==> config.mk <==
export PLATFORM = sky130hd
export DESIGN_NAME = pct_cfg_regs
export DESIGN_NICKNAME = d
export VERILOG_FILES = /design/src/pct_pkg.sv /design/src/pct_cfg_regs.sv
export SDC_FILE = /design/constraint.sdc
export NUM_CORES = 1
export LEC_CHECK = 0
export ABC_AREA = 1
export BUFFER_PORTS_ARGS = -buffer_cell sky130_fd_sc_hd__buf_2
export CORE_ASPECT_RATIO = 1.4
export CORE_MARGIN = 2
export CORE_UTILIZATION = 45
export DETAILED_ROUTE_END_ITERATION = 7
export GPL_TIMING_DRIVEN = 1
export PLACE_DENSITY = 0.72
export RECOVER_POWER = 100
export SETUP_SLACK_MARGIN = 0.5
export SYNTH_ARGS = -nofsm -noshare
export SYNTH_HDL_FRONTEND = slang
export SYNTH_SLANG_ARGS = --single-unit
==> constraint.sdc <==
create_clock -name clk -period 2 [get_ports clk]
set_input_delay 0.3 -clock clk [delete_from_list [all_inputs] [get_ports clk]]
set_output_delay 0.3 -clock clk [all_outputs]
set_load 0.02 [all_outputs]
==> src/pct_pkg.sv <==
package pct_pkg;

	localparam int PIXEL_BITS = 8;
	localparam int GAIN_W     = 16;
	localparam int OFFSET_W   = 21;
	localparam int CFG_IDX_W  = 3;

	// Internal value widths, sized for the worst case over all inputs and registers
	localparam int LMS1_W = 18;
	localparam int LAB1_W = 18;
	localparam int T_W    = 35;
	localparam int LAB2_W = 27;
	localparam int LMS2_W = 28;

	localparam logic [GAIN_W-1:0]   GAIN_RESET   = GAIN_W'(256);
	localparam logic [OFFSET_W-1:0] OFFSET_RESET = '0;

	typedef enum logic [CFG_IDX_W-1:0] {
		REG_GAIN_L       = 3'd0,
		REG_GAIN_ALPHA   = 3'd1,
		REG_GAIN_BETA    = 3'd2,
		REG_OFFSET_L     = 3'd3,
		REG_OFFSET_ALPHA = 3'd4,
		REG_OFFSET_BETA  = 3'd5
	} cfg_reg_t;

	// Channel 0 lightness, 1 alpha, 2 beta
	typedef struct packed {
		logic [2:0][GAIN_W-1:0]   gain;
		logic [2:0][OFFSET_W-1:0] offset;
	} xfer_cfg_t;

	// Matrix coefficients in units of 1e-4, row major
	localparam int K_RGB_LMS [9] = '{3811, 5783, 402, 1967, 7244, 782, 241, 1288, 8444};
	localparam int K_LMS_LAB [9] = '{5773, 5773, 5773, 4082, 4082, -8165, 7071, -7071, 0};
	localparam int K_LAB_LMS [9] = '{5773, 4082, 7071, 5773, 4082, -7071, 5773, -8165, 0};
	localparam int K_LMS_RGB [9] =
		'{44679, -35873, 1193, -12186, 23809, -1624, 497, -2439, 12045};

	// Quantise a coefficient to frac bits, ties away from zero
	function automatic longint quant_coef(input int c, input int frac);
		longint mag;
		mag = (c < 0) ? -longint'(c) : longint'(c);
		mag = ((mag << frac) + 64'sd5000) / 64'sd10000;
		return (c < 0) ? -mag : mag;
	endfunction

endpackage

==> src/pct_cfg_regs.sv <==
module pct_cfg_regs (
	input  logic                                  clk,
	input  logic                                  arst_n,
	input  logic                                  cfg_valid,
	output logic                                  cfg_ready,
	input  logic [pct_pkg::CFG_IDX_W-1:0]         cfg_index,
	input  logic [pct_pkg::OFFSET_W-1:0]          cfg_data,
	output pct_pkg::xfer_cfg_t                    cfg
);

	pct_pkg::xfer_cfg_t cfg_q;

	assign cfg_ready = 1'b1;
	assign cfg       = cfg_q;

	always_ff @(posedge clk or negedge arst_n) begin
		if (!arst_n) begin
			for (int i = 0; i < 3; i++) begin
				cfg_q.gain[i]   <= pct_pkg::GAIN_RESET;
				cfg_q.offset[i] <= pct_pkg::OFFSET_RESET;
			end
		end else if (cfg_valid) begin
			unique case (pct_pkg::cfg_reg_t'(cfg_index))
				pct_pkg::REG_GAIN_L:       cfg_q.gain[0]   <= cfg_data[pct_pkg::GAIN_W-1:0];
				pct_pkg::REG_GAIN_ALPHA:   cfg_q.gain[1]   <= cfg_data[pct_pkg::GAIN_W-1:0];
				pct_pkg::REG_GAIN_BETA:    cfg_q.gain[2]   <= cfg_data[pct_pkg::GAIN_W-1:0];
				pct_pkg::REG_OFFSET_L:     cfg_q.offset[0] <= cfg_data;
				pct_pkg::REG_OFFSET_ALPHA: cfg_q.offset[1] <= cfg_data;
				pct_pkg::REG_OFFSET_BETA:  cfg_q.offset[2] <= cfg_data;
				default: ;
			endcase
		end
	end

endmodule

==> results of run 1 <==
-- area by class of cell --
type / instances / area [um2] / area share, %
flip-flops and latches: 111 / 2781 / 51.79
multi-input cells: 350 / 1425 / 26.54
repair buffers: 153 / 684.4 / 12.74
clock buffers: 16 / 291.5 / 5.429
well taps: 132 / 165.2 / 3.075
inverters: 6 / 22.52 / 0.4194
-- repair_timing --
item / in CTS / in global routing
hold buffers: 1 / 0
hold endpoints to repair: 35 / 0
setup endpoints to repair: 0 / 0
-- worst max-delay path: stages --
cell	delay, ns
buf_2	0.15
nor2_2	0.15
clkbuf_1	0.59
nand2_1	0.16
buf_4	0.22
nand2_1	0.07
nand2_1	0.05
-- synth_stat cells (all sizes together) --
cell    number
buf         23
clkbuf       4
conb         1
dfrtp      108
dfstp        3
inv          6
nand2      274
nand3       69
nor2         6
-- logic make-up (layout without fill, tap and decap cells) --
group | after synthesis | after routing | share of synthesized area, %
AND/OR/NAND/NOR | 349 | 349 | 32.43
flip-flops | 111 | 111 | 63.01
buffers and inverters | 33 | 175 | 4.478
other | 1 | 1 | 0.08495
-- through the flow --
stage	total power, W	hold slack, ns	cell area [um2]	setup slack (ns)	cells
final	0.006155	0.1848	5370	0.5421	768
after global routing	0.006461	0.1910	5370	0.3563	768
after CTS	0.006311	0.1785	5534	0.6581	768
after detailed placement	0.004566	0.3174	5233	0.3944	751
after global placement	0.004525	0.3061	5233	0.4748	751
after floorplan	0.003862	0.004409	4414	0.9331	494
-- routing by layer --
| metal | vias to the layer above | wire (um) | global-route usage, % |
|---|---|---|---|
| met4 | 0 | 360 | 10.77 |
| met3 | 27 | 878 | 6.259 |
| met2 | 169 | 5975 | 37.69 |
| met5 | - | 0 | 0 |
| li1 | 1808 | - | - |
| met1 | 1860 | 5005 | 31.40 |
-- where the power goes --
group / total [W] / leakage (nW) / internal, W / switching (W)
Clock: 0.00175 / 0.143 / 0.000984 / 0.000762
Sequential: 0.00294 / 1.39 / 0.00267 / 0.000262
Combinational: 0.00147 / 1.30 / 0.000381 / 0.00109
-- worst max-delay path by stage --
| stage | start | end | cells after the start |
|---|---|---|---|
| 2_1_floorplan | cfg_valid | cfg[63]$_DFFE_PN0P_ | 6 |
| 3_3_place_gp | cfg_valid | cfg[65]$_DFFE_PN0P_ | 6 |
| 3_5_place_dp | cfg_valid | cfg[69]$_DFFE_PN0P_ | 6 |
| 4_1_cts | cfg[71]$_DFFE_PN1P_ | cfg[71] | 1 |
| 5_1_grt | cfg_index[0] | cfg[32]$_DFFE_PN0P_ | 7 |
| 6_report | cfg_index[0] | cfg[32]$_DFFE_PN0P_ | 7 |
==> key figures, run 1 <==
Die
  • Initial Util: 46.41%
  • Die Y: 121.2 um
  • Cell row count: 42
  • Die W: 87.71 um
  • Core footprint: 9512 um2
  • I/O pins: 139
  • Area of the die: 10630 um2

Flow run
  • MaxCap Viol Count: 0

Worst setup path
  • Critical path class: in2reg
  • Worst EP arrival: 1.70 ns
  • RR Startpoint: cfg[71]$_DFFE_PN1P_
  • R2r setup slk: 1.26 ns
  • Worst R2R Path Depth: 2
  • Setup crit end kind: flop
  • WP data required: 2.24 ns
  • RR Endpoint: cfg[71]$_DFFE_PN1P_
  • Startpoint types: primary input
  • Max Fanout on Critical Path: 18

Cells and area
  • Layout cells sized above 1: 9.277%
  • NumNets Final: 658
  • Highest-count cells in the layout ignoring fill and taps: nand2_1, clkbuf_1, dfrtp_1
  • Max reg flops: 111
  • Fillcell total: 923
  • Most common cell after layout, fill and taps aside: nand2_1
  • Post-layout util: 56.46%
  • Synthesis-to-layout area growth: 21.66%
  • Antenna diode count: 0

Route
  • Wire length per cell: 15.91 um
  • DRT Pass-1 Iters: 4
  • DR iter-0 viols: 253
  • Via count: 3864
  • # DRC: 0
  • ANT nets after route: 0
  • Routed WL: 12.22 mm
  • Via/cell ratio: 5.031

GRT
  • Grt ovf: 0
  • Number of global-route vias before repair: 3684
  • Antenna violations before repair: 0
  • Largest net degree at the start of global routing: 47
  • First-pass GRT wire length: 19.18 mm
  • GRT Total Usage: 24.11%

Power and ir drop
  • VDD IR-drop max: 0.0004675 V
  • Pleak: 2.830 nW
  • Cell Pwr Density: 1146 nW/um2

STA
  • Max-slew violations: 0
  • Setup Skew: 0 ns
  • RSZ-0062 raised after global routing: false
  • TNS Setup: 0 ns
  • Minimum clock period: 1.458 ns
  • Fin crit share: 72.90%
  • Slew at the pin with the worst max-slew slack: 0.7784 ns
  • Worst slew margin: 47.98%
  • Final hold viol count: 0
  • Achievable Freq: 685.9 MHz
  • Number of setup violations in the final report: 0

Clock network
  • Num CTS Buffers: 9
  • Clock Path Buffers: 2
  • H-tree lvl count: 3
  • CTS tree: built
  • CTS sink cnt: 111
  • CTS resizes: 0
  • Worst skew pair latency: 0.34 ns
  • Root Driver: clkbuf_16
  • Clock transition at path regs: 0.07 ns
  • Post-CTS Setup Bufs: 0

Synthesis
  • Synth unique cells: 15
  • Syn avg cell area: 8.936 um2
  • Synth area leaders: dfrtp_1, nand2_1, nand3_1
  • Synth area leader: dfrtp_1
  • Post-Synthesis Cell Area: 4414 um2
  • Syn Nets: 521
  • Synth top area share: 61.22%
  • Seq/Total Area, Yosys: 63.01%
  • Yosys Warn Count: 0
  • Seq cells post-synth: 111
  • Cells after synthesis: 494

Hold path
  • Hold Crit Class: in2reg
  • Hold path cells: 3
  • Hold EP: cfg[17]$_DFFE_PN0P_
  • Hold Path Origin: cfg_data[17]

Place
  • Hpwl dp: 8.612 mm
  • Placer Congestion: 0.8193
  • Buffers on Ports: 137

Status
  • Status: finished clean
(Power assumes the default switching activity.)
==> inputs of run 2 (changes only) <==
--- a/config.mk
+++ b/config.mk
@@ -5,7 +5,7 @@
 export SDC_FILE = /design/constraint.sdc
 export NUM_CORES = 1
 export LEC_CHECK = 0
-export ABC_AREA = 1
+export ABC_AREA = 0
 export BUFFER_PORTS_ARGS = -buffer_cell sky130_fd_sc_hd__buf_2
 export CORE_ASPECT_RATIO = 1.4
 export CORE_MARGIN = 2
==> constraint.sdc (replaced) <==
create_clock -name clk -period 1.5 [get_ports clk]
set_input_delay 0.225 -clock clk [delete_from_list [all_inputs] [get_ports clk]]
set_output_delay 0.225 -clock clk [all_outputs]
set_load 0.02 [all_outputs]
==> key figures, run 2 <==
STA
  • Max-slew violations: 0
  • TNS Setup: 0 ns
  • Final hold viol count: 12
  • Worst slew margin: 41.41%
  • Achievable Freq: 773.4 MHz
  • Fin crit share: 86.19%
  • Slew at the pin with the worst max-slew slack: 0.8789 ns
  • Setup Skew: 0 ns
  • Final hold slack: -0.01140 ns
  • Number of setup violations in the final report: 0
  • RSZ-0062 raised after global routing: true
  • Minimum clock period: 1.293 ns
  • Worst setup margin: 0.2071 ns

Route
  • Via/cell ratio: 5.115
  • ANT nets after route: 0
  • DRT Pass-1 Iters: 8
  • Routed WL: 11.98 mm
  • Wire length per cell: 20.88 um
  • # DRC: 12
  • DR iter-0 viols: 103
  • Via count: 2936

GRT
  • Antenna violations before repair: 0
  • Largest net degree at the start of global routing: 36
  • First-pass GRT wire length: 17.56 mm
  • GRT Total Usage: 22.91%
  • Grt ovf: 0
  • Number of global-route vias before repair: 3129

Power and ir drop
  • Cell Pwr Density: 1610 nW/um2
  • Pleak: 2.709 nW
  • VDD IR-drop max: 0.0007440 V

Cells and area
  • Final non-filler cell area: 5942 um2
  • Synthesis-to-layout area growth: 40.96%
  • Antenna diode count: 0
  • Post-layout util: 65.44%
  • NumNets Final: 489
  • Max reg flops: 111
  • Most common cell after layout, fill and taps aside: clkbuf_1
  • Fillcell total: 785
  • Highest-count cells in the layout ignoring fill and taps: clkbuf_1, dfrtp_1, buf_4
  • Layout cells sized above 1: 39.19%

Synthesis
  • Syn Nets: 268
  • Synth unique cells: 11
  • Ys async rst share: 100.0%
  • Post-Synthesis Cell Area: 4215 um2
  • Seq/Total Area, Yosys: 65.98%
  • Syn avg cell area: 17.49 um2
  • Top-count cell post-synth: mux2_2
  • Yosys Warn Count: 0
  • EDFF count, synth: 0
  • Synth area leaders: dfrtp_1, mux2_2, dfstp_2
  • Synth area leader: dfrtp_1
  • Synth top cells by count: mux2_2, dfrtp_1, buf_2
  • Seq cells post-synth: 111
  • Top_reg_cell synth: dfrtp_1
  • Synth top area share: 64.11%
  • Cells after synthesis: 241

Worst setup path
  • Crit-path leading delay family: buffers and inverters
  • Setup crit end kind: flop
  • Worst path max stage delay: 0.39 ns
  • CP Cell Sequence: clkbuf_1, and4bb_4, buf_6, clkbuf_2, mux2_1
  • RR Endpoint: cfg[34]$_DFFE_PN0P_
  • RR Startpoint: cfg[34]$_DFFE_PN0P_
  • CP bufs+invs: 3
  • CP startpoint: cfg_valid
  • Critical path class: in2reg
  • Slowest cell on crit path: mux2_1
  • Worst setup endpoint: cfg[35]$_DFFE_PN0P_
  • CP Depth: 5
  • Worst R2R Path Depth: 3
  • WP data required: 1.72 ns
  • R2r setup slk: 0.45 ns
  • Worst EP arrival: 1.51 ns
  • Startpoint types: primary input
  • Max Fanout on Critical Path: 7

Status
  • Status: finished, violations left
  • Failing checks: design-rule violations, negative hold slack

Clock network
  • CTS sink cnt: 111
  • CTS tree: built
  • Clock Path Buffers: 2
  • Num CTS Buffers: 9
  • Clock transition at path regs: 0.07 ns
  • Worst skew pair latency: 0.34 ns
  • Root Driver: clkbuf_16
  • H-tree lvl count: 3

Die
  • Cell row count: 41
  • Core footprint: 9080 um2
  • Die Y: 118.5 um
  • I/O pins: 139
  • Die W: 85.80 um
  • Area of the die: 10170 um2
  • Initial Util: 46.42%

Place
  • Placer Congestion: 0.7679
  • Placed Instance Area: 5311 um2
  • Buffers on Ports: 137
  • Hpwl dp: 6.453 mm
  • Pre-CTS setup slack: 0.1141 ns

Hold path
  • Hold Crit Class: in2async

Flow run
  • MaxCap Viol Count: 0
[run 2: stage by stage]
stage	std cells	total power [W]	hold slack, ns
floorplan	241	0.005685	-0.07059
global placement	487	0.006640	0.1995
detailed placement	487	0.006697	0.2072
CTS	545	0.01054	-0.1626
global route	574	0.009967	0.04178
finish	574	0.009567	-0.01140
[run 2: area by class of cell]
cell class                 instances  area [um2]  share of cell area [%]
sequential                       111        2781                   46.81
multi-input combinational        118        1381                   23.25
timing repair buffer             222        1323                   22.26
clock buffer                      10       229.0                   3.853
tap                              107       133.9                   2.253
clock inverter                     6       93.84                   1.579
[run 2: how the worst min path moves through the flow]
stage | cells after the start | startpoint | end | slack, ns
2_1_floorplan | 0 | arst_n | cfg[0]$_DFFE_PN0P_ | -0.07
3_3_place_gp | 1 | arst_n | cfg[58]$_DFFE_PN0P_ | 0.20
3_5_place_dp | 1 | arst_n | cfg[61]$_DFFE_PN0P_ | 0.21
4_1_cts | 1 | arst_n | cfg[61]$_DFFE_PN0P_ | -0.16
5_1_grt | 1 | arst_n | cfg[61]$_DFFE_PN0P_ | 0.04
6_report | 1 | arst_n | cfg[61]$_DFFE_PN0P_ | -0.01
[run 2: logic make-up (layout without fill, tap and decap cells)]
kind of cell	Yosys count	in the layout	synth area share, %
AND/OR/NAND/NOR	6	6	1.870
other	1	1	0.08896
flip-flops	111	111	65.98
multiplexers	111	111	29.65
buffers and inverters	12	238	2.404
[run 2: power by group]
| part | leakage (nW) | switching (W) | internal, W | total, W |
|---|---|---|---|---|
| Combinational | 1.23 | 0.00163 | 0.00129 | 0.00292 |
| Clock | 0.153 | 0.00110 | 0.00148 | 0.00258 |
| Sequential | 1.33 | 0.000405 | 0.00366 | 0.00407 |
| Total | 2.71 | 0.00314 | 0.00643 | 0.00957 |
[run 2: layer usage]
metal / wire, um / track usage [%]
met1: 4632 / 26.82
met2: 6486 / 40.67
met3: 583 / 4.958
met4: 280 / 8.234
met5: 0 / 0
[run 2: timing repair]
action	4_1_cts	5_1_grt
buffers inserted	40	28
hold endpoints to repair	27	27
resized for setup	234	32
endpoints found under the setup margin	130	143
gates cloned	2	1
pin swaps	2	3
==> inputs of run 3 (changes only) <==
--- a/config.mk
+++ b/config.mk
@@ -6,7 +6,7 @@
 export NUM_CORES = 1
 export LEC_CHECK = 0
 export ABC_AREA = 0
-export BUFFER_PORTS_ARGS = -buffer_cell sky130_fd_sc_hd__buf_2
+export BUFFER_PORTS_ARGS = -buffer_cell sky130_fd_sc_hd__buf_4
 export CORE_ASPECT_RATIO = 1.4
 export CORE_MARGIN = 2
 export CORE_UTILIZATION = 45
==> key figures, run 3 (synthesized netlist as in run 2, its figures left out) <==
STA
  • Worst setup margin: 0.1652 ns
  • Number of setup violations in the final report: 0
  • TNS Setup: 0 ns
  • Setup Skew: 0 ns
  • Worst slew margin: 53.90%
  • Slew at the pin with the worst max-slew slack: 0.6915 ns
  • Achievable Freq: 749.2 MHz
  • Fin crit share: 88.99%
  • RSZ-0062 raised after global routing: true
  • Minimum clock period: 1.335 ns
  • Max-slew violations: 0
  • Final hold viol count: 0
  • Final hold slack: 0.1167 ns

Worst setup path
  • Startpoint types: flop
  • Slowest cell on crit path: dfstp_2
  • Critical path class: reg2out
  • CP bufs+invs: 1
  • R2r setup slk: 0.46 ns
  • Max Fanout on Critical Path: 2
  • Crit-path leading delay family: flip-flops
  • Worst EP arrival: 1.11 ns
  • CP Cell Sequence: clkbuf_1
  • Worst path max stage delay: 0.53 ns
  • Setup crit end kind: output pin
  • WP data required: 1.27 ns

Cells and area
  • Most common cell after layout, fill and taps aside: clkbuf_1
  • Antenna diode count: 0
  • Final non-filler cell area: 6006 um2
  • NumNets Final: 492
  • Synthesis-to-layout area growth: 42.48%
  • Max reg flops: 111
  • Post-layout util: 66.14%
  • Layout cells sized above 1: 42.34%
  • Highest-count cells in the layout ignoring fill and taps: clkbuf_1, dfrtp_1, buf_4

Die
  • Initial Util: 46.42%
  • Cell row count: 41
  • Die Y: 118.5 um
  • I/O pins: 139
  • Area of the die: 10170 um2
  • Die W: 85.80 um
  • Core footprint: 9080 um2

GRT
  • Largest net degree at the start of global routing: 34
  • First-pass GRT wire length: 17.36 mm
  • Number of global-route vias before repair: 3126
  • Grt ovf: 0
  • GRT Total Usage: 22.37%
  • Antenna violations before repair: 0

Route
  • Routed WL: 11.47 mm
  • Via count: 2895
  • Via/cell ratio: 5.017
  • Wire length per cell: 19.88 um
  • ANT nets after route: 0
  • DR iter-0 viols: 118
  • DRT Pass-1 Iters: 7
  • # DRC: 12

Clock network
  • CTS tree: built
  • Root Driver: clkbuf_16
  • CTS sink cnt: 111
  • H-tree lvl count: 3
  • Clock Path Buffers: 2
  • Clock transition at path regs: 0.07 ns
  • Num CTS Buffers: 9
  • Worst skew pair latency: 0.34 ns

Power and ir drop
  • Pleak: 2.749 nW
  • VDD IR-drop max: 0.0009533 V
  • Cell Pwr Density: 1598 nW/um2

Status
  • Status: finished, violations left
  • Failing checks: design-rule violations

Place
  • Hpwl dp: 6.673 mm
  • Pre-CTS setup slack: 0.1201 ns
  • Placed Instance Area: 5662 um2
  • Placer Congestion: 0.7631
  • Buffers on Ports: 137

Hold path
  • Hold Crit Class: in2reg

Flow run
  • MaxCap Viol Count: 0
run 3: changes by cell type in the layout (fill, tap and decap cells not counted), moves of 3 or more:
cell,before,now
buf_6,16,9
mux2_4,16,27
mux2_1,52,41
clkinvlp_4,1,5
buf_4,54,89
buf_2,21,0
clkbuf_1,116,113
run 3: area by class of cell:
class                           count  area [um2]
Tap cell                          107       133.9
Multi-Input combinational cell    118        1419
Timing Repair Buffer              225        1349
Clock inverter                      7       97.59
Fill cell                         723        3074
Clock buffer                        9       225.2
Sequential cell                   111        2781
run 3: worst reg2reg max path, stage by stage, from the launching register on:
cell     delay [ns]
dfrtp_1        0.39
buf_4          0.14
buf_4          0.12
mux2_1         0.28
run 3: per-layer routing:
| metal | track usage [%] | wire length, um | up-vias |
|---|---|---|---|
| met3 | 6.145 | 515 | 7 |
| met1 | 26.95 | 4455 | 1502 |
| met5 | 0 | 0 | - |
| met2 | 39.31 | 6412 | 84 |
| met4 | 5.456 | 87 | 0 |
| li1 | - | - | 1302 |
run 3: worst paths after layout:
path                                       from                    to  cells past startpoint
hold reg to reg             cfg[81]$_DFFE_PN0P_   cfg[81]$_DFFE_PN0P_                      1
setup reg to reg           cfg[106]$_DFFE_PN0P_  cfg[106]$_DFFE_PN0P_                      3
max in group asynchronous                arst_n   cfg[14]$_DFFE_PN0P_                      3
min in group asynchronous                arst_n   cfg[61]$_DFFE_PN0P_                      2
hold / removal                     cfg_data[17]   cfg[38]$_DFFE_PN0P_                      2
setup / recovery            cfg[71]$_DFFE_PN1P_               cfg[71]                      1
run 3: metrics by stage:
step | total power [W] | std cells
after floorplan | 0.005685 | 241
after global placement | 0.007072 | 485
after detailed placement | 0.007143 | 485
after CTS | 0.01062 | 546
after global routing | 0.01002 | 577
final | 0.009596 | 577
run 3: repair_timing:
item	4_1_cts	5_1_grt
setup buffers	42	31
gates cloned	2	0
pin swaps	1	2
endpoints found under the hold margin	16	0
hold buffers	1	0
resized for setup	128	13
setup endpoints to repair	126	141
run 3: where the power goes:
group | internal, W | total [W] | switching, W
Combinational | 0.00139 | 0.00302 | 0.00163
Clock | 0.00146 | 0.00253 | 0.00107
Sequential | 0.00366 | 0.00405 | 0.000384
Total | 0.00651 | 0.00960 | 0.00308
